**src/sv/stl_pkg.sv**
```systemverilog
// ----------------------------------------------------------------------------
// Sphere triangle subdivider package
// Shared types, constants and the child vertex emission order.
// ----------------------------------------------------------------------------
package stl_pkg;

    localparam int COORD_W       = 16;
    localparam int FRAC_DEFAULT  = 14;
    localparam int VERTS_PER_TRI = 12;
    localparam int NUM_VERTS     = 6;
    localparam int NUM_LANES     = 3;

    localparam logic [2:0] V_A   = 3'd0;
    localparam logic [2:0] V_B   = 3'd1;
    localparam logic [2:0] V_C   = 3'd2;
    localparam logic [2:0] V_M12 = 3'd3;
    localparam logic [2:0] V_M23 = 3'd4;
    localparam logic [2:0] V_M31 = 3'd5;

    typedef struct packed {
        logic signed [COORD_W-1:0] z;
        logic signed [COORD_W-1:0] y;
        logic signed [COORD_W-1:0] x;
    } t_vec;

    typedef struct packed {
        logic deg;
        t_vec pos;
    } t_vert;

    function automatic logic [2:0] emit_sel(input logic [3:0] k);
        logic [2:0] sel;
        case (k)
            4'd0:    sel = V_A;
            4'd1:    sel = V_M12;
            4'd2:    sel = V_M31;
            4'd3:    sel = V_M12;
            4'd4:    sel = V_B;
            4'd5:    sel = V_M23;
            4'd6:    sel = V_M31;
            4'd7:    sel = V_M23;
            4'd8:    sel = V_C;
            4'd9:    sel = V_M31;
            4'd10:   sel = V_M12;
            4'd11:   sel = V_M23;
            default: sel = V_A;
        endcase
        return sel;
    endfunction

endpackage

```
**src/sv/stl_emit.sv**
```systemverilog
// ----------------------------------------------------------------------------
// Child triangle emitter
// Buffers the three corners and three midpoints and sends twelve vertices.
// ----------------------------------------------------------------------------
module stl_emit (
    input  logic           i_clk,
    input  logic           i_rst_n,
    input  logic           i_valid,
    output logic           o_take,
    input  stl_pkg::t_vert i_vert [stl_pkg::NUM_VERTS],
    input  logic           i_eom,
    output logic           o_m_tvalid,
    input  logic           i_m_tready,
    output logic [47:0]    o_m_tdata,
    output logic           o_m_tlast,
    output logic [1:0]     o_m_tuser
);

    localparam logic [3:0] LAST = 4'(stl_pkg::VERTS_PER_TRI - 1);

    logic           r_full;
    logic [3:0]     r_idx;
    stl_pkg::t_vert r_buf [stl_pkg::NUM_VERTS];
    logic           r_eom;
    stl_pkg::t_vert v;

    assign o_take = i_valid && (!r_full || (r_idx == LAST && i_m_tready));

    always_ff @(posedge i_clk) begin
        if (!i_rst_n) begin
            r_full <= 1'b0;
            r_idx  <= 4'd0;
        end else if (o_take) begin
            r_full <= 1'b1;
            r_idx  <= 4'd0;
        end else if (r_full && i_m_tready) begin
            if (r_idx == LAST) begin
                r_full <= 1'b0;
                r_idx  <= 4'd0;
            end else begin
                r_idx <= r_idx + 4'd1;
            end
        end
    end

    always_ff @(posedge i_clk) begin
        if (o_take) begin
            r_buf <= i_vert;
            r_eom <= i_eom;
        end
    end

    assign v          = r_buf[stl_pkg::emit_sel(r_idx)];
    assign o_m_tvalid = r_full;
    assign o_m_tdata  = v.pos;
    assign o_m_tlast  = (r_idx == LAST);
    assign o_m_tuser  = {v.deg, r_eom && (r_idx == LAST)};

`ifndef ASSERT_OFF
    a_idle_idx: assert property (@(posedge i_clk) disable iff (!i_rst_n)
        !r_full |-> r_idx == 4'd0)
        else $error("vertex index left nonzero while buffer empty");
    a_deg_zero: assert property (@(posedge i_clk) disable iff (!i_rst_n)
        o_m_tvalid && o_m_tuser[1] |-> o_m_tdata == 48'd0)
        else $error("degenerate vertex is not the zero vector");
    a_done_last: assert property (@(posedge i_clk) disable iff (!i_rst_n)
        o_m_tuser[0] |-> o_m_tlast)
        else $error("mesh done flag away from the last vertex");
`endif

endmodule

```
**config.mk**
```make
export PLATFORM = sky130hd
export DESIGN_NAME = stl_emit
export DESIGN_NICKNAME = d
export VERILOG_FILES = /design/src/sv/stl_pkg.sv /design/src/sv/stl_emit.sv
export SDC_FILE = /design/constraint.sdc
export NUM_CORES = 1
export LEC_CHECK = 0
export BUFFER_PORTS_ARGS = -buffer_cell sky130_fd_sc_hd__buf_2
export CORE_MARGIN = 5
export CORE_UTILIZATION = 46
export CTS_CLUSTER_DIAMETER = 80
export CTS_CLUSTER_SIZE = 28
export DETAILED_ROUTE_END_ITERATION = 8
export PLACE_DENSITY_LB_ADDON = 0.05
export SYNTH_ARGS = -nofsm -noshare
export SYNTH_HDL_FRONTEND = slang
export SYNTH_SLANG_ARGS = --single-unit
```
**constraint.sdc**
```tcl
create_clock -name i_clk -period 28.3 [get_ports i_clk]
set_input_delay 2.83 -clock i_clk [delete_from_list [all_inputs] [get_ports i_clk]]
set_output_delay 2.83 -clock i_clk [all_outputs]
set_load 0.02 [all_outputs]
```
# After elaboration in Yosys (flattened, before gate mapping)
# Memory sizes are Yosys's and may differ from the RTL's. A register that Yosys moved wholly into a read port is not among the register bits.
# Cells that the tools add are included.
[totals]
reg_bits = 300
out_inout_bits = 53
n_memories = 1
mem_bits_ro = 48
word_cells = 52
[classes]
bitwise = 2
reduce_logical = 10
n_lt_le_gt_ge = 1
muxes = 9
addsub = 1
eq_ne = 1
[memory_table]
columns = ["name", "depth", "word_bits", "read_ports", "rd_ports_with_merged_regs", "wr", "line", "rtl"]
rows = [
  ["(no name shown)", 16, 3, 1, 1, 0, "stl_pkg.sv:33", "case (k)"],
]
[ops]
columns = ["op", "count"]
rows = [
  ["49-bit binary-select mux with 3-bit select", 1],
  ["49-bit two-way mux", 2],
  ["4-bit two-way mux", 3],
  ["4-bit by 1-bit adder with 4-bit output, second input constant", 1],
  ["4-bit equality test, second input constant", 1],
  ["4-bit greater-or-equal comparator, second input constant", 1],
  ["1-bit logical AND", 4],
  ["3-bit NOT with 4-bit output", 1],
  ["2-bit nonzero test", 2],
  ["1-bit two-way mux", 3],
  ["2-bit AND reduction", 1],
  ["2-bit OR reduction", 1],
  ["1-bit zero test", 1],
  ["1-bit logical OR", 1],
  ["1-bit NOT", 1],
]

# Logic depth before layout (Yosys ltp)
# Gate-level depths: netlist of run 1.
[logic_depth]
ltp_word = 6
depth_mapped = 10
ltp_nobuf = 9

# Least setup slack after synthesis of run 1
# Ideal clock, no wire load.
[synth_timing]
path_kind = "in2out"
from = "input i_m_tready"
to = "output o_take"
n_path_buf = 0
stages = 2
arrival_ns = 24.514
setup_slack_ns = 0.956
path_cell_list = "nand2_1 -> a21boi_0"
[synth_between]
elab_chain_cells = 3
[synth_rtl]
columns = ["item", "line", "rtl"]
rows = [
  ["start, declared", "stl_emit.sv:13", "input logic i_m_tready,"],
  ["1-bit logical AND", "stl_emit.sv:27", "assign o_take = i_valid && (!r_full || (r_idx == LAST && i_m_tready));"],
  ["1-bit logical OR", "stl_emit.sv:27", ""],
  ["1-bit logical AND", "stl_emit.sv:27", ""],
  ["end, declared", "stl_emit.sv:9", "output logic o_take,"],
]
# No other way between the ends.

# Final worst setup path of run 1
# Same ends and word-level chain as after synthesis.

==> results.py, run 1 <==
metrics = {
    "global_routing": {
        "wire_length_of_the_first_global_routing_pass_um": 39800,
        "grt_use_total_pct": 18.4,
        "grt_antenna_before_repair": 16,
        "grt_max_degree": 214,
        "grt_pass1_vias": 7044,
        "gr-total-overflow": 0,
    },
    "synth": {
        "yosys_warnings": 0,
        "async_set_or_reset_register_ratio_after_synthesis_pct": 0,
        "post_synth_instance_area_um2": 11600,
        "synth_seq_area_share_pct": 78.1,
        "netlist.top_cell.by_area": "edfxtp_1",
        "synth_cell_type_count": 40,
        "leading_cell_type_by_number_of_instances_after_synthesis": "edfxtp_1",
        "synth_seq_cells": 303,
        "synth.cells.most_frequent": "edfxtp_1, inv_1, mux2i_1",
        "yosys_most_used_dff": "edfxtp_1",
        "synth_area_per_cell_um2": 20.2,
        "synthesis.instances": 572,
        "synthesis.nets": 873,
        "ys_top_cells_by_area": "edfxtp_1, mux4_2, mux2i_1, o22ai_1, inv_1",
        "synth_edf_count": 295,
        "post-synth-top-area-fraction_pct": 76.7,
    },
    "routing": {
        "detailedRoute.firstIterationViolations": 392,
        "vias": 6479,
        "ant_nets": 0,
        "routed_length_per_placed_instance_um": 21.4,
        "vias_per_cell": 5.11,
        "first_pass_iters": 4,
        "routed_wirelength_um": 27100,
        "remaining_drc_errors": 0,
    },
    "setup_path": {
        "worst_path_max_delay_cell": "a21boi_4",
        "rrSetupSlack_ns": 24.72,
        "crit_path_max_incr_delay_ns": 0.24,
        "kind_of_start_point_of_the_critical_path": "primary input",
        "worstSetupEndpointType": "output port",
        "worst_setup_path_endpoint": "o_take",
        "cp_common_cell": "buf_2",
        "crit_chain": "buf_2 > nand2_1 > a21boi_4 > buf_2",
        "critical_path_arrival_ns": 3.57,
        "reg2reg_depth": 6,
        "worstSetupStartpoint": "i_m_tready",
        "worst-setup-path-type": "primary input to output port",
        "worstReg2RegEnd": "r_buf[145]",
        "worst_r2r_startpoint": "r_idx[0]",
        "critical_path_required_ns": 25.47,
        "critPathMaxFanout": 6,
    },
    "timing": {
        "min_period_ns": 6.40,
        "finalSetupTns_ns": 0,
        "finalSetupViolCount": 0,
        "fmaxAchievable_mhz": 156,
        "worst_slew_pin_slew_ns": 1.17,
        "final-max-slew-violation-count": 0,
        "clock-skew-final_ns": 0.0102,
        "setup_ws_ns": 21.90,
        "timing_hold_violations_final": 0,
        "rsz0062_at_grt": "false",
        "max_slew_margin_pct": 22.2,
        "fin_crit_sh_pct": 22.6,
    },
    "floorplan": {
        "die_width_um": 168,
        "core_region_area_um2": 25000,
        "die_height_um": 168,
        "num_rows": 58,
        "design.portCount": 352,
        "fp.dieArea_um2": 28400,
        "initial_core_util_pct": 46.3,
    },
    "clock_tree": {
        "clock_path_buffers": 3,
        "cts_setup_buffers": 0,
        "clock-root-buffer": "clkbuf_16",
        "cts-resized-gates": 0,
        "latest_clock_arrival_within_the_worst_skew_pair_ns": 0.50,
        "cts_buffers": 16,
        "cts_hold_buffers": 0,
        "clock-sinks": 303,
        "tritoncts": "done",
        "clock_tree.htree_level_count": 1,
        "path_clk_slew_ns": 0.09,
    },
    "placement": {
        "finalWeightedCongestion": 0.828,
        "port-buffer-count": 351,
        "dp_worst_setup_slack_ns": 21.87,
        "post-dp-hpwl_um": 19000,
    },
    "pwr": {
        "totalPowerFinal_uw": 862,
        "pwr-share-seq_pct": 61.3,
        "p_leak_nw": 5.33,
        "power_density_nw_per_um2": 60.8,
        "switching_share_pct": 21.6,
        "vdd.ir_drop.worst_uv": 38.3,
        "internal_power_uw": 676,
        "share_clk_of_total_power_pct": 29.7,
        "total_switching_power_uw": 186,
        "combinational_group_share_of_total_power_pct": 9.0,
    },
    "finish": {
        "layout-area-overhead-vs-synth_pct": 22.8,
        "finish.net_count": 1220,
        "share_of_layout_cells_above_drive_strength_1_pct": 47.9,
        "n_fill_cell": 2008,
        "final_core_utilization_pct": 56.9,
    },
    "outcome": {
        "outcome": "completed",
    },
    "hold_path": {
        "worst_hold_path.num_cells": 2,
        "hp-class": "flop to flop",
    },
    "run": {
        "max_cap_viol_count": 0,
    },
}
==> metrics by stage <==
step / hold WS, ns / cells / cell area, um^2
4_1_cts: 0.530 / 1257 / 14200
3_3_place_gp: 0.506 / 1231 / 13700
5_1_grt: 0.557 / 1265 / 14200
6_report: 0.531 / 1267 / 14200
3_5_place_dp: 0.515 / 1231 / 13700
2_1_floorplan: 0.482 / 572 / 11600
==> cells by family after synthesis <==
logic type	share of synthesized area, %
buffers and inverters	2.87
flip-flops	78.1
AO/OA/AOI/OAI	3.61
multiplexers	13.9
adder cells (fa/ha/maj)	0.217
AND/OR/NAND/NOR	1.38
==> cell type report <==
| cell class | instances | area (um^2) | area share [%] |
|---|---|---|---|
| inverters | 52 | 195 | 1.38 |
| clock inverters | 5 | 42.5 | 0.300 |
| well taps | 330 | 413 | 2.91 |
| repair buffers | 357 | 1810 | 12.8 |
| clock buffers | 21 | 462 | 3.25 |
| flip-flops and latches | 303 | 9020 | 63.6 |
| multi-input cells | 189 | 2220 | 15.6 |
| diodes | 10 | 25.0 | 0.176 |
==> state kept, by name, summed over array words and instances (netlist names), named ones only <==
signal / count
o_m_tvalid: 1
r_buf: 294
r_eom: 1
r_idx: 4
==> metal layers <==
| metal | up-vias | global-route usage, % | share of wire, % |
|---|---|---|---|
| met5 | - | 0 | 0.39 |
| met4 | 16 | 4.16 | 1.9 |
| met3 | 46 | 5.82 | 9.4 |
| met2 | 255 | 31.8 | 51 |
| met1 | 3177 | 22.8 | 38 |
| li1 | 2985 | - | - |
==> critical path: cells and delay by family <==
kind                   cells  cell delay [ns]
AO/OA/AOI/OAI              1             0.24
AND/OR/NAND/NOR            1             0.11
buffers and inverters      2             0.38
==> power groups by stage <==
stage	combinational (mW)	sequential [mW]	clock, mW
after floorplan	0.0426	0.558	0
after global placement	0.0768	0.537	0
after detailed placement	0.0788	0.539	0
after CTS	0.0791	0.529	0.266
after global routing	0.0845	0.531	0.283
final	0.0776	0.528	0.256
==> worst min path at each step <==
| stage | start | to | slack [ns] |
|---|---|---|---|
| after floorplan | r_idx[1] | r_idx[1] | 0.48 |
| after detailed placement | r_idx[1] | r_idx[1] | 0.52 |
| after CTS | r_idx[1] | r_idx[1] | 0.53 |
| after global routing | r_idx[1] | r_idx[1] | 0.56 |
| final | r_idx[1] | r_idx[1] | 0.53 |
| after global placement | r_idx[1] | r_idx[1] | 0.51 |
==> cell usage in the layout (no fill, tap or decap), types with 5 or more instances in the layout <==
master,Yosys,layout
buf_2,10,351
inv_1,52,52
buf_4,3,5
o22ai_1,49,49
diode_2,0,10
clkbuf_16,0,18
mux4_2,49,49
dfxtp_1,8,5
nor2_1,5,5
edfxtp_1,295,295
mux2i_1,50,50
Note: power is estimated with default switching activity, not from simulation.
==> run 2, diff against run 1 <==
--- a/config.mk
+++ b/config.mk
@@ -7,7 +7,7 @@
 export LEC_CHECK = 0
 export BUFFER_PORTS_ARGS = -buffer_cell sky130_fd_sc_hd__buf_2
 export CORE_MARGIN = 5
-export CORE_UTILIZATION = 46
+export CORE_UTILIZATION = 51
 export CTS_CLUSTER_DIAMETER = 80
 export CTS_CLUSTER_SIZE = 28
 export DETAILED_ROUTE_END_ITERATION = 8
==> constraint.sdc (replaced) <==
create_clock -name i_clk -period 6.4 [get_ports i_clk]
set_input_delay 0.64 -clock i_clk [delete_from_list [all_inputs] [get_ports i_clk]]
set_output_delay 0.64 -clock i_clk [all_outputs]
set_load 0.02 [all_outputs]
==> run 2 against run 1 <==
Against the previous run:
- final area down 0.70%
- setup slack worse by 19 ns
- clock-buffer cell count unchanged
- power rose to 4.4 times the previous value
- core utilization up 5.8 points
- worst hold slack worse by 0.22 ns
- register-to-register slack worse by 21 ns
- clock skew up 0.0063 ns
- combinational power rose to 4.4 times the previous value
- non-clock buffer count unchanged
- clock power rose to 4.2 times the previous value
- flip-flop and latch count unchanged
- critical endpoint is now o_m_tdata[15]
==> results.py, run 2 (same netlist as run 1, synthesis figures left out) <==
metrics = {
    "setup_path": {
        "worstSetupEndpointType": "output port",
        "critical_path_arrival_ns": 3.15,
        "worst_path_max_delay_cell": "dfxtp_4",
        "worst-setup-path-type": "flop to output port",
        "crit_chain": "buf_4 > mux4_2 > inv_1 > o22ai_1 > buf_2",
        "crit_path_max_incr_delay_ns": 0.99,
        "kind_of_start_point_of_the_critical_path": "flop",
        "critPathMaxFanout": 49,
        "critical_path_required_ns": 5.76,
    },
    "routing": {
        "routed_length_per_placed_instance_um": 21.5,
        "vias": 6467,
        "first_pass_iters": 5,
        "routed_wirelength_um": 26200,
        "vias_per_cell": 5.32,
        "ant_nets": 0,
        "remaining_drc_errors": 0,
        "detailedRoute.firstIterationViolations": 437,
    },
    "clock_tree": {
        "cts_setup_buffers": 0,
        "latest_clock_arrival_within_the_worst_skew_pair_ns": 0.49,
        "clock_tree.htree_level_count": 1,
        "clock-sinks": 303,
        "cts_hold_buffers": 0,
        "clock_path_buffers": 3,
        "cts_buffers": 15,
        "tritoncts": "done",
        "path_clk_slew_ns": 0.11,
        "clock-root-buffer": "clkbuf_16",
        "cts-resized-gates": 0,
    },
    "finish": {
        "share_of_layout_cells_above_drive_strength_1_pct": 47.5,
        "reg.largest.list": "r_buf (294), r_idx (4)",
        "n_fill_cell": 1690,
        "most_frequent_standard_cell_in_the_layout_excluding_fill_and_tap_cells": "buf_2",
        "register_with_the_most_flip_flops": "r_buf",
        "flip_flop_count_of_the_largest_register_all_copies_and_words_added": 294,
        "final_cell_count_no_fill": 1216,
        "finish.net_count": 1219,
        "layout-area-overhead-vs-synth_pct": 22.0,
        "most-common-layout-cells": "buf_2, edfxtp_1, inv_1, mux2i_1",
    },
    "outcome": {
        "outcome": "completed",
    },
    "timing": {
        "min_period_ns": 3.79,
        "fmaxAchievable_mhz": 264,
        "final-max-slew-violation-count": 0,
        "finalSetupTns_ns": 0,
        "finalSetupViolCount": 0,
        "max_slew_margin_pct": 17.8,
        "timing_hold_violations_final": 0,
        "fin_crit_sh_pct": 59.2,
        "clock-skew-final_ns": 0.0164,
        "rsz0062_at_grt": "false",
        "worst_slew_pin_slew_ns": 1.23,
    },
    "placement": {
        "port-buffer-count": 351,
        "dp_cells": 1186,
        "finalWeightedCongestion": 0.796,
        "post-dp-hpwl_um": 18600,
    },
    "floorplan": {
        "die_width_um": 161,
        "die_height_um": 161,
        "design.portCount": 352,
        "core_region_area_um2": 22500,
        "initial_core_util_pct": 51.3,
        "fp.dieArea_um2": 25800,
        "num_rows": 55,
    },
    "global_routing": {
        "grt_antenna_before_repair": 11,
        "grt_pass1_vias": 7034,
        "wire_length_of_the_first_global_routing_pass_um": 39800,
        "grt_max_degree": 155,
        "gr-total-overflow": 0,
        "grt_use_total_pct": 20.0,
    },
    "pwr": {
        "vdd.ir_drop.worst_uv": 199,
        "power_density_nw_per_um2": 267,
        "p_leak_nw": 5.31,
    },
    "run": {
        "max_cap_viol_count": 0,
    },
    "hold_path": {
        "hp-class": "primary input to flop",
    },
}
## run 2: cell types whose count changed in the layout (fill, tap and decap cells not counted), sizes merged
| cell | previous run | this run |
|---|---|---|
| bufinv | 0 | 1 |
| clkinv | 2 | 1 |
| diode | 10 | 5 |
| inv | 55 | 54 |
## run 2: critical path: cells and delay by family, from the launching register on
| kind | cells | cell delay [ns] |
|---|---|---|
| flops | 1 | 0.99 |
| mux | 1 | 0.58 |
| buf+inv | 3 | 0.98 |
| compound gates | 1 | 0.08 |
## run 2: path summary, 6_finish.rpt
check	from	endpoint	slack, ns	cells after the start
min	i_vert[73]	r_buf[73]	0.31	1
max	flop	o_m_tdata[15]	2.61	5
max reg2reg	r_idx[0]	r_buf[37]	4.02	5
min reg2reg	r_idx[1]	r_idx[1]	0.53	2
## run 2: stage by stage
step	util [%]	setup WS (ns)	power, mW	hold slack [ns]	instance area [um^2]
2_1_floorplan	-	0.0312	2.58	0.482	11600
3_3_place_gp	60.5	3.07	2.72	0.501	13600
3_5_place_dp	60.5	3.04	2.73	0.512	13600
4_1_cts	62.6	2.49	3.81	0.288	14100
5_1_grt	62.6	2.36	3.91	0.284	14100
6_report	62.6	2.61	3.76	0.311	14100
## run 2: layer usage
metal	up-vias	wire length (um)	track usage, %
met5	-	62	0
met4	10	571	5.08
met3	43	2140	4.98
met2	276	13100	33.7
met1	3156	10300	26.3
li1	2982	-	-
## run 2: layout make-up
cell class	count	area (um^2)	share of cell area, %
clock buffers	21	398	2.82
diodes	5	12.5	0.0888
inverters	52	195	1.38
repair buffers	357	1830	13.0
clock inverters	4	63.8	0.453
flip-flops and latches	303	9020	64.0
well taps	285	357	2.53
multi-input cells	189	2220	15.7
## run 2: where the power goes
group          leakage [nW]  internal [mW]  switching (mW)
clock                 0.222          0.492           0.589
combinational          2.21          0.160           0.184
sequential             2.88           2.30          0.0326
total                  5.31           2.96           0.806
