[config.mk]
export PLATFORM = sky130hd
export DESIGN_NAME = stl_lane
export DESIGN_NICKNAME = d
export VERILOG_FILES = /design/src/sv/stl_pkg.sv /design/src/sv/stl_div.sv /design/src/sv/stl_lane.sv
export SDC_FILE = /design/constraint.sdc
export NUM_CORES = 2
export LEC_CHECK = 0
export ABC_AREA = 1
export BUFFER_PORTS_ARGS = -buffer_cell sky130_fd_sc_hd__buf_2
export CAP_MARGIN = 25
export CORE_UTILIZATION = 55
export DETAILED_ROUTE_END_ITERATION = 16
export PLACE_DENSITY = 0.71
export SETUP_SLACK_MARGIN = 0.3
export SYNTH_ARGS = -nofsm -noshare
export SYNTH_HDL_FRONTEND = slang
export SYNTH_SLANG_ARGS = --single-unit
export TNS_END_PERCENT = 50
[constraint.sdc]
create_clock -name i_clk -period 10.47 [get_ports i_clk]
set_clock_uncertainty 0.05 [all_clocks]
set_input_delay 1.047 -clock i_clk [delete_from_list [all_inputs] [get_ports i_clk]]
set_output_delay 1.047 -clock i_clk [all_outputs]
set_load 0.02 [all_outputs]
[src/sv/stl_pkg.sv]
// ----------------------------------------------------------------------------
// Sphere triangle subdivider package
// Shared types, constants and the child vertex emission order.
// ----------------------------------------------------------------------------
package stl_pkg;

    localparam int COORD_W       = 16;
    localparam int FRAC_DEFAULT  = 14;
    localparam int VERTS_PER_TRI = 12;
    localparam int NUM_VERTS     = 6;
    localparam int NUM_LANES     = 3;

    localparam logic [2:0] V_A   = 3'd0;
    localparam logic [2:0] V_B   = 3'd1;
    localparam logic [2:0] V_C   = 3'd2;
    localparam logic [2:0] V_M12 = 3'd3;
    localparam logic [2:0] V_M23 = 3'd4;
    localparam logic [2:0] V_M31 = 3'd5;

    typedef struct packed {
        logic signed [COORD_W-1:0] z;
        logic signed [COORD_W-1:0] y;
        logic signed [COORD_W-1:0] x;
    } t_vec;

    typedef struct packed {
        logic deg;
        t_vec pos;
    } t_vert;

    function automatic logic [2:0] emit_sel(input logic [3:0] k);
        logic [2:0] sel;
        case (k)
            4'd0:    sel = V_A;
            4'd1:    sel = V_M12;
            4'd2:    sel = V_M31;
            4'd3:    sel = V_M12;
            4'd4:    sel = V_B;
            4'd5:    sel = V_M23;
            4'd6:    sel = V_M31;
            4'd7:    sel = V_M23;
            4'd8:    sel = V_C;
            4'd9:    sel = V_M31;
            4'd10:   sel = V_M12;
            4'd11:   sel = V_M23;
            default: sel = V_A;
        endcase
        return sel;
    endfunction

endpackage

[src/sv/stl_div.sv]
// ----------------------------------------------------------------------------
// Normalizing divider
// Restoring divider giving one rounded, saturated unit vector component.
// ----------------------------------------------------------------------------
module stl_div #(
    parameter int FRAC_BITS = stl_pkg::FRAC_DEFAULT
) (
    input  logic                              i_clk,
    input  logic                              i_rst_n,
    input  logic                              i_start,
    output logic                              o_ready,
    input  logic [16:0]                       i_m,
    input  logic [30:0]                       i_len,
    input  logic                              i_neg,
    output logic                              o_valid,
    input  logic                              i_take,
    output logic signed [stl_pkg::COORD_W-1:0] o_val
);

    localparam int NUM_W = FRAC_BITS + 32;
    localparam int DW    = (NUM_W > 49) ? NUM_W : 49;
    localparam int SH    = FRAC_BITS + 14;
    localparam logic [3:0] LAST = 4'd9;

    logic          r_busy;
    logic          r_done;
    logic [3:0]    r_cnt;
    logic [16:0]   r_m;
    logic [30:0]   r_len;
    logic          r_neg;
    logic [DW-1:0] r_rem;
    logic [DW-1:0] r_dsh;
    logic [17:0]   r_q;
    logic          r_ovf;

    logic [DW-1:0] num;
    logic [DW-1:0] n_rem;
    logic [DW-1:0] n_dsh;
    logic [17:0]   n_q;
    logic [17:0]   cap;
    logic [17:0]   mag;

    assign o_ready = !r_busy && (!r_done || i_take);
    assign o_valid = r_done;
    assign num     = (DW'(r_m) << SH) + DW'(r_len >> 1);

    always_comb begin
        n_rem = r_rem;
        n_dsh = r_dsh;
        n_q   = r_q;
        for (int j = 0; j < 2; j++) begin
            if (n_rem >= n_dsh) begin
                n_rem = n_rem - n_dsh;
                n_q   = {n_q[16:0], 1'b1};
            end else begin
                n_q   = {n_q[16:0], 1'b0};
            end
            n_dsh = n_dsh >> 1;
        end
    end

    always_comb begin
        cap = r_neg ? 18'd32768 : 18'd32767;
        mag = (r_ovf || (r_q > cap)) ? cap : r_q;
        o_val = r_neg ? 16'(18'd0 - mag) : 16'(mag);
    end

    always_ff @(posedge i_clk) begin
        if (!i_rst_n) begin
            r_busy <= 1'b0;
            r_done <= 1'b0;
            r_cnt  <= 4'd0;
        end else if (i_start && o_ready) begin
            r_busy <= 1'b1;
            r_done <= 1'b0;
            r_cnt  <= 4'd0;
        end else if (r_busy) begin
            if (r_cnt == LAST) begin
                r_busy <= 1'b0;
                r_done <= 1'b1;
            end else begin
                r_cnt <= r_cnt + 4'd1;
            end
        end else if (i_take) begin
            r_done <= 1'b0;
        end
    end

    always_ff @(posedge i_clk) begin
        if (i_start && o_ready) begin
            r_m   <= i_m;
            r_len <= i_len;
            r_neg <= i_neg;
        end
        if (r_busy && r_cnt == 4'd0) begin
            r_rem <= num;
            r_dsh <= DW'(r_len) << 17;
            r_ovf <= num >= (DW'(r_len) << 18);
            r_q   <= 18'd0;
        end else if (r_busy) begin
            r_rem <= n_rem;
            r_dsh <= n_dsh;
            r_q   <= n_q;
        end
    end

endmodule

[src/sv/stl_lane.sv]
// ----------------------------------------------------------------------------
// Midpoint lane
// Sums one triangle edge, takes the vector length and normalizes the sum.
// ----------------------------------------------------------------------------
module stl_lane #(
    parameter int FRAC_BITS = stl_pkg::FRAC_DEFAULT
) (
    input  logic          i_clk,
    input  logic          i_rst_n,
    input  logic          i_valid,
    output logic          o_ready,
    input  stl_pkg::t_vec i_p,
    input  stl_pkg::t_vec i_q,
    input  logic          i_tag,
    output logic          o_valid,
    input  logic          i_take,
    output stl_pkg::t_vert o_vert,
    output stl_pkg::t_vec o_corner,
    output logic          o_tag
);

    localparam logic [3:0] LAST = 4'd11;

    logic          r_a_busy;
    logic [3:0]    r_a_cnt;
    logic [16:0]   r_m [3];
    logic [2:0]    r_neg;
    logic [33:0]   r_sq [3];
    stl_pkg::t_vec r_cor;
    logic          r_tag;
    logic [65:0]   r_rad;
    logic [34:0]   r_rem;
    logic [32:0]   r_root;
    logic          r_zero;
    logic          r_b_deg;
    stl_pkg::t_vec r_b_cor;
    logic          r_b_tag;

    logic signed [15:0] pc [3];
    logic signed [15:0] qc [3];
    logic signed [16:0] s [3];
    logic [16:0]   m [3];
    logic [33:0]   sq [3];
    logic [33:0]   len2;
    logic [34:0]   n_rem;
    logic [32:0]   n_root;
    logic          a_acc;
    logic          a_hand;
    logic [2:0]    div_ready;
    logic [2:0]    div_valid;
    logic signed [15:0] div_val [3];
    logic          b_free;

    assign pc[0] = i_p.x;
    assign pc[1] = i_p.y;
    assign pc[2] = i_p.z;
    assign qc[0] = i_q.x;
    assign qc[1] = i_q.y;
    assign qc[2] = i_q.z;

    always_comb begin
        for (int i = 0; i < 3; i++) begin
            s[i]  = 17'(pc[i]) + 17'(qc[i]);
            m[i]  = s[i][16] ? 17'(17'd0 - s[i]) : 17'(s[i]);
            sq[i] = 34'(m[i]) * 34'(m[i]);
        end
        len2 = r_sq[0] + r_sq[1] + r_sq[2];
    end

    always_comb begin
        logic [34:0] rem;
        logic [32:0] root;
        logic [65:0] rad;
        logic [34:0] trial;
        rem  = r_rem;
        root = r_root;
        rad  = r_rad;
        for (int j = 0; j < 3; j++) begin
            rem   = {rem[32:0], rad[65:64]};
            rad   = rad << 2;
            trial = {root[32:0], 2'b01};
            if (rem >= trial) begin
                rem  = rem - trial;
                root = {root[31:0], 1'b1};
            end else begin
                root = {root[31:0], 1'b0};
            end
        end
        n_rem  = rem;
        n_root = root;
    end

    assign b_free  = &div_ready;
    assign a_hand  = r_a_busy && (r_a_cnt == LAST) && b_free;
    assign o_ready = !r_a_busy || a_hand;
    assign a_acc   = i_valid && o_ready;

    always_ff @(posedge i_clk) begin
        if (!i_rst_n) begin
            r_a_busy <= 1'b0;
            r_a_cnt  <= 4'd0;
        end else if (a_acc) begin
            r_a_busy <= 1'b1;
            r_a_cnt  <= 4'd0;
        end else if (a_hand) begin
            r_a_busy <= 1'b0;
        end else if (r_a_busy && r_a_cnt != LAST) begin
            r_a_cnt <= r_a_cnt + 4'd1;
        end
    end

    always_ff @(posedge i_clk) begin
        if (a_acc) begin
            for (int i = 0; i < 3; i++) begin
                r_m[i]   <= m[i];
                r_neg[i] <= s[i][16];
                r_sq[i]  <= sq[i];
            end
            r_cor <= i_p;
            r_tag <= i_tag;
        end
        if (r_a_busy && r_a_cnt == 4'd0) begin
            r_rad  <= {4'd0, len2, 28'd0};
            r_rem  <= 35'd0;
            r_root <= 33'd0;
            r_zero <= (len2 == 34'd0);
        end else if (r_a_busy && (r_a_cnt != LAST || a_hand)) begin
            r_rad  <= r_rad << 6;
            r_rem  <= n_rem;
            r_root <= n_root;
        end
        if (a_hand) begin
            r_b_deg <= r_zero;
            r_b_cor <= r_cor;
            r_b_tag <= r_tag;
        end
    end

    for (genvar g = 0; g < 3; g++) begin : g_div
        stl_div #(
            .FRAC_BITS (FRAC_BITS)
        ) u_div (
            .i_clk   (i_clk),
            .i_rst_n (i_rst_n),
            .i_start (a_hand),
            .o_ready (div_ready[g]),
            .i_m     (r_m[g]),
            .i_len   (n_root[30:0]),
            .i_neg   (r_neg[g]),
            .o_valid (div_valid[g]),
            .i_take  (i_take),
            .o_val   (div_val[g])
        );
    end

    assign o_valid      = &div_valid;
    assign o_vert.deg   = r_b_deg;
    assign o_vert.pos.x = r_b_deg ? '0 : div_val[0];
    assign o_vert.pos.y = r_b_deg ? '0 : div_val[1];
    assign o_vert.pos.z = r_b_deg ? '0 : div_val[2];
    assign o_corner     = r_b_cor;
    assign o_tag        = r_b_tag;

endmodule

Yosys cells after proc, flatten, opt, wreduce, memory -nomap -nowiden
Memory sizes are Yosys's and may differ from the RTL's. A register that Yosys moved wholly into a read port is not among the register bits.
Index checks and enable logic that the tools add are counted.
{"block": "classes", "eq_ne": 8, "addsub": 27, "bitwise": 5, "mux": 67, "magnitude_cmp": 15, "mul": 3, "n_reduce_logical": 56}
{"operator": "$mux 49", "count": 12}
{"operator": "$mux 48", "count": 6}
{"operator": "$mux 16", "count": 12}
{"operator": "$ge 49x47->1", "count": 3}
{"operator": "$ge 49x48->1", "count": 3}
{"operator": "$ge 49x49->1", "count": 3}
{"operator": "$sub 49x47->49", "count": 3}
{"operator": "$sub 49x48->49", "count": 3}
{"operator": "$add 45x30->46", "count": 3}
{"operator": "$mux 62", "count": 2}
{"operator": "$ge 35x35->1", "count": 3}
{"operator": "$mul 17x17->34", "count": 3}
{"operator": "$mux 33", "count": 3}
{"operator": "$sub 33x33->33", "count": 3}
{"operator": "$add 34x34->34", "count": 2}
{"operator": "$gt 18x16->1", "count": 3}
{"operator": "$add 16x16->17", "count": 3}
{"operator": "$mux 17", "count": 3}
{"operator": "$sub 1x17->17 const A", "count": 3}
{"operator": "$sub 1x16->16 const A", "count": 3}
{"operator": "$logic_not 34->1", "count": 1}
{"operator": "$mux 1", "count": 29}
{"operator": "$add 4x1->4 const B", "count": 4}
{"operator": "$eq 4x4->1 const B", "count": 4}
{"operator": "other kinds (11)", "count": 64}
{"block": "totals", "mem_count": 2, "out_inout_bits": 100, "word_cells": 230, "reg_bits": 674, "input_bits": 101, "ram_bits": 153}
{"name": "r_sq", "words": 3, "word_bits": 34, "rd": 3, "rd_ports_with_merged_regs": 0, "wr": 3, "line_no": "stl_lane.sv:28", "text": "logic [33:0] r_sq [3];"}
{"name": "r_m", "words": 3, "word_bits": 17, "rd": 3, "rd_ports_with_merged_regs": 3, "wr": 3, "line_no": "stl_lane.sv:26", "text": "logic [16:0] r_m [3];"}

Depth between registers and ports, before layout
{"block": "logic_depth", "word_depth": 9, "depth_mapped": 51, "mapped_depth_nobuf": 48}

Hierarchy
From an unflattened synthesis, not the netlist that was laid out.
{"block": "unflattened", "cells_unflattened": 14126, "area_unflattened_um2": 101730.1}
{"mod": "stl_lane", "seq_area_each_um2": 10029.6, "n_inst": 1, "area_each_um2": 47819.6, "cells_per_inst": 5644}
{"mod": "stl_div (g_div[1].u_div ...)", "seq_area_each_um2": 4724.5, "n_inst": 2, "area_each_um2": 18076.1, "cells_per_inst": 2850}
{"mod": "stl_div (g_div[0].u_div)", "seq_area_each_um2": 4724.5, "n_inst": 1, "area_each_um2": 17758.3, "cells_per_inst": 2782}

Least setup slack after synthesis
OpenSTA, ideal clock, no wires.
{"block": "synth_path", "path_kind": "input port to flip-flop", "startpoint": "input i_p[16] in the netlist's numbering", "endpoint": "memory r_sq[1][30], in the netlist r_sq[0][64], data pin", "setup_time_ns": 0.262, "cell_stages": 35, "required_ns": 10.158, "n_path_buf": 2, "arrival_ns": 8.471, "setup_slack_ns": 1.687, "cell_sequence": "ha_1 > inv_1 > clkbuf_1 > ha_1 > nand3_1 > nor4_4 > nand3_2 > nand2_1 > nand2_1 > nand2_1 > clkbuf_1 > nor2_1 > fa_1 > inv_1 > fa_1 > fa_1 > inv_1 > fa_1 > fa_1 > inv_1 > fa_1 > inv_1 > ha_1 > a21oi_1 > o21ai_0 > o21bai_1 > a21boi_1 > o21ai_1 > a21boi_1 > o21ai_1 > a21boi_1 > o21ai_1 > a21boi_1 > o21ai_1 > xor2_1"}
{"item": "start: declaration", "line_no": "stl_lane.sv:12", "text": "input stl_pkg::t_vec i_p,"}
{"item": "end: declaration", "line_no": "stl_lane.sv:28"}

==> impl_metrics.env <==
export IMPL_row_count=150
export IMPL_pin_count=201
export IMPL_syn_area_sq_um=92700
export IMPL_synth_cell_types=87
export IMPL_drtIter0Drc=8409
export IMPL_tritoncts="built"
export IMPL_period_share_pct=90.4
export IMPL_r2r_slack_ns=1.03
export IMPL_setup_violations=0
export IMPL_drv_slew=0
export IMPL_cap_violations=0
export IMPL_cts_buffers=103
export IMPL_vias=82100
export IMPL_area_growth_pct=7.77
export IMPL_cts_setup_buffers=0
export IMPL_synthArstFlopShare_pct=0
export IMPL_die_x_um=413
export IMPL_reg2reg_depth=44
export IMPL_path_class="in2reg"
export IMPL_synthCells=11800
export IMPL_hold_class="reg2reg"
export IMPL_slowest_stage="fa_1"
export IMPL_drc=0
export IMPL_clock_sinks=872
export IMPL_drtPass1Iterations=9
export IMPL_ys_seq_area_share_pct=26.1
export IMPL_yosysWarnings=0
export IMPL_worst_path_stages=40
export IMPL_arrival_ns=9.94
export IMPL_synth_seq_cells=872
export IMPL_ys_flop_type="edfxtp_1"
export IMPL_ant_nets=0
export IMPL_syn_area_per_cell_sq_um=7.87
export IMPL_fillerInstances=15100
export IMPL_critical_path_max_fanout=17
export IMPL_clk_latency_ns=0.77
export IMPL_grt_overflow=0
export IMPL_synth_top_area_share_pct=21.8
export IMPL_wirelength_um=286000
export IMPL_drive_above_1_share_pct=5.84
export IMPL_htreeDepth=3
export IMPL_clk_path_buf_depth=3
export IMPL_hold_depth=0
export IMPL_numPortBuffers=200
export IMPL_worstMarginPinSlew_ns=1.04
export IMPL_hpwl_um=232000
export IMPL_cts_hold_buf=0
export IMPL_multiInputGateArea_sq_um=59300
export IMPL_rsz0062_at_grt="false"
export IMPL_fmax_mhz=106
export IMPL_max_stage_delay_ns=0.52
export IMPL_outcome="completed"
export IMPL_grt_pass1_vias=79900
export IMPL_seq_area_sq_um=24200
export IMPL_via_per_inst=5.75
export IMPL_grt_max_degree=150
export IMPL_worst_path_buf_inv=11
export IMPL_routabilityCongestion=1.04
export IMPL_cts_reportedPaths_clkPinSlew_ns=0.07
export IMPL_dieHeight_um=413
export IMPL_core_area_sq_um=167000
export IMPL_antenna_found_initial=10
export IMPL_ctsResizeCount=0
export IMPL_grtUsageTotal_pct=33.4
export IMPL_cpLargestDelayFamily="adder cells"
export IMPL_hold_viol_final=0
export IMPL_initial_core_util_pct=55.4
export IMPL_synth_edf_count=674
export IMPL_clock_root_buffer="clkbuf_16"
export IMPL_required_ns=10.94
export IMPL_timing_slew_headroom_pct=30.5
export IMPL_cp_start_kind="input port"
export IMPL_grt_pass1_wl_um=444000
export IMPL_layout_nets=13600
export IMPL_timing_critical_path_to_type="flop"
export IMPL_min_period_ns=9.47
export IMPL_synth_top_area_cell="edfxtp_1"
export IMPL_die_area_sq_um=170000
export IMPL_synthTopCellsByArea="edfxtp_1, fa_1, ha_1, nand2_1, inv_1"
export IMPL_setup_tns_ns=0
export IMPL_routedWlPerCell_um=20.0
[path summary, 6_finish.rpt]
check	end	startpoint
setup / recovery	r_sq[0][66]$_DFFE_PP_	i_p[16]
hold / removal	o_corner[1]$_DFFE_PP_	r_cor[1]$_DFFE_PP_
setup reg to reg	r_rem[16]$_SDFFE_PP0P_	r_root[27]$_SDFFE_PP0P_
hold reg to reg	o_corner[1]$_DFFE_PP_	r_cor[1]$_DFFE_PP_
[layer usage]
metal / vias to the layer above / track usage [%] / share of wire, %
met5: - / 0 / 0.012
met2: 3376 / 54.4 / 46
li1: 39000 / - / -
met1: 39100 / 44.8 / 42
met4: 6 / 12.5 / 4.2
met3: 651 / 4.91 / 8.3
[area by class of cell]
cell class	instances	area share, %
multi-input cells	8500	59.3
flip-flops and latches	872	24.2
inverters	2186	8.22
clock buffers	140	3.00
well taps	2204	2.76
repair buffers	310	1.90
clock inverters	55	0.517
diodes	5	0.0125
[synthesized netlist by cell type, types with 24 or more instances]
library cell  count
o31ai_1          89
nor4_1           56
o22ai_1          33
nand2_1        2263
fa_1            619
dfxtp_1         198
nor3_1          135
a31oi_1          91
o21a_1           68
xor2_1          318
nand4_1         123
a21o_1           49
o21ai_0         713
edfxtp_1        674
buf_2            51
clkbuf_1        166
nand3_1         461
nor2_1          922
o21ai_1          76
o21bai_1         37
o211ai_1         47
a21oi_1         849
ha_1            940
inv_2            40
xnor2_1         236
inv_1          2126
o221ai_1         24
or2_2            50
[cells in the final DEF, fill, tap and decap left out, drive strengths merged, types with 13 or more instances in the layout]
| master | instances |
|---|---|
| a221oi | 13 |
| fa | 619 |
| a21boi | 25 |
| inv | 2174 |
| o31ai | 89 |
| nor3 | 137 |
| a21o | 49 |
| edfxtp | 674 |
| nor2 | 942 |
| a211oi | 22 |
| o21a | 68 |
| o211ai | 49 |
| clkinv | 55 |
| a21oi | 864 |
| a31oi | 92 |
| ha | 940 |
| o21bai | 40 |
| nand2 | 2291 |
| nand3b | 20 |
| conb | 39 |
| o221ai | 24 |
| o21ai | 805 |
| buf | 310 |
| nand3 | 469 |
| o22ai | 33 |
| xnor2 | 239 |
| xor2 | 324 |
| and3 | 13 |
| dfxtp | 198 |
| nor4 | 59 |
| clkbuf | 140 |
| or2 | 54 |
| nand4 | 125 |
[per-stage QoR]
stage	instance area (sq um)	setup slack (ns)	instances	hold slack (ns)	utilization, %
finish	99900	1.00	14300	0.324	59.7
global route	99900	0.368	14300	0.345	59.7
CTS	99800	1.10	14300	0.318	59.7
detailed placement	96300	0.269	14100	0.355	57.6
global placement	96300	0.462	14100	0.350	57.6
floorplan	92800	1.69	11800	0.350	-
[sequential cells by signal (all words and copies together), names as in the netlist, 38 cells and up]
register,count
g_div.u_div.r_m,51
r_rad,38
g_div.u_div.r_dsh,144
o_corner,48
r_cor,48
r_sq,99
g_div.u_div.r_len,93
r_m,48
g_div.u_div.r_rem,147
g_div.u_div.r_q,54
[cell families (layout without fill, tap and decap cells)]
logic type / Yosys count / count (layout) / share of synthesized area (%)
and+or+nand+nor: 4121 / 4121 / 18.6
buffers and inverters: 2447 / 2691 / 10.2
AOI/OAI and AO/OA: 2218 / 2218 / 13.6
adders and majority gates: 1559 / 1559 / 26.1
DFF: 872 / 872 / 26.1
xor gates and xnor gates: 563 / 563 / 5.41
other: 2 / 44 / 0.00810
Power is not shown: default switching activity piles up to over one toggle a cycle in this logic, so the estimate is an artifact.
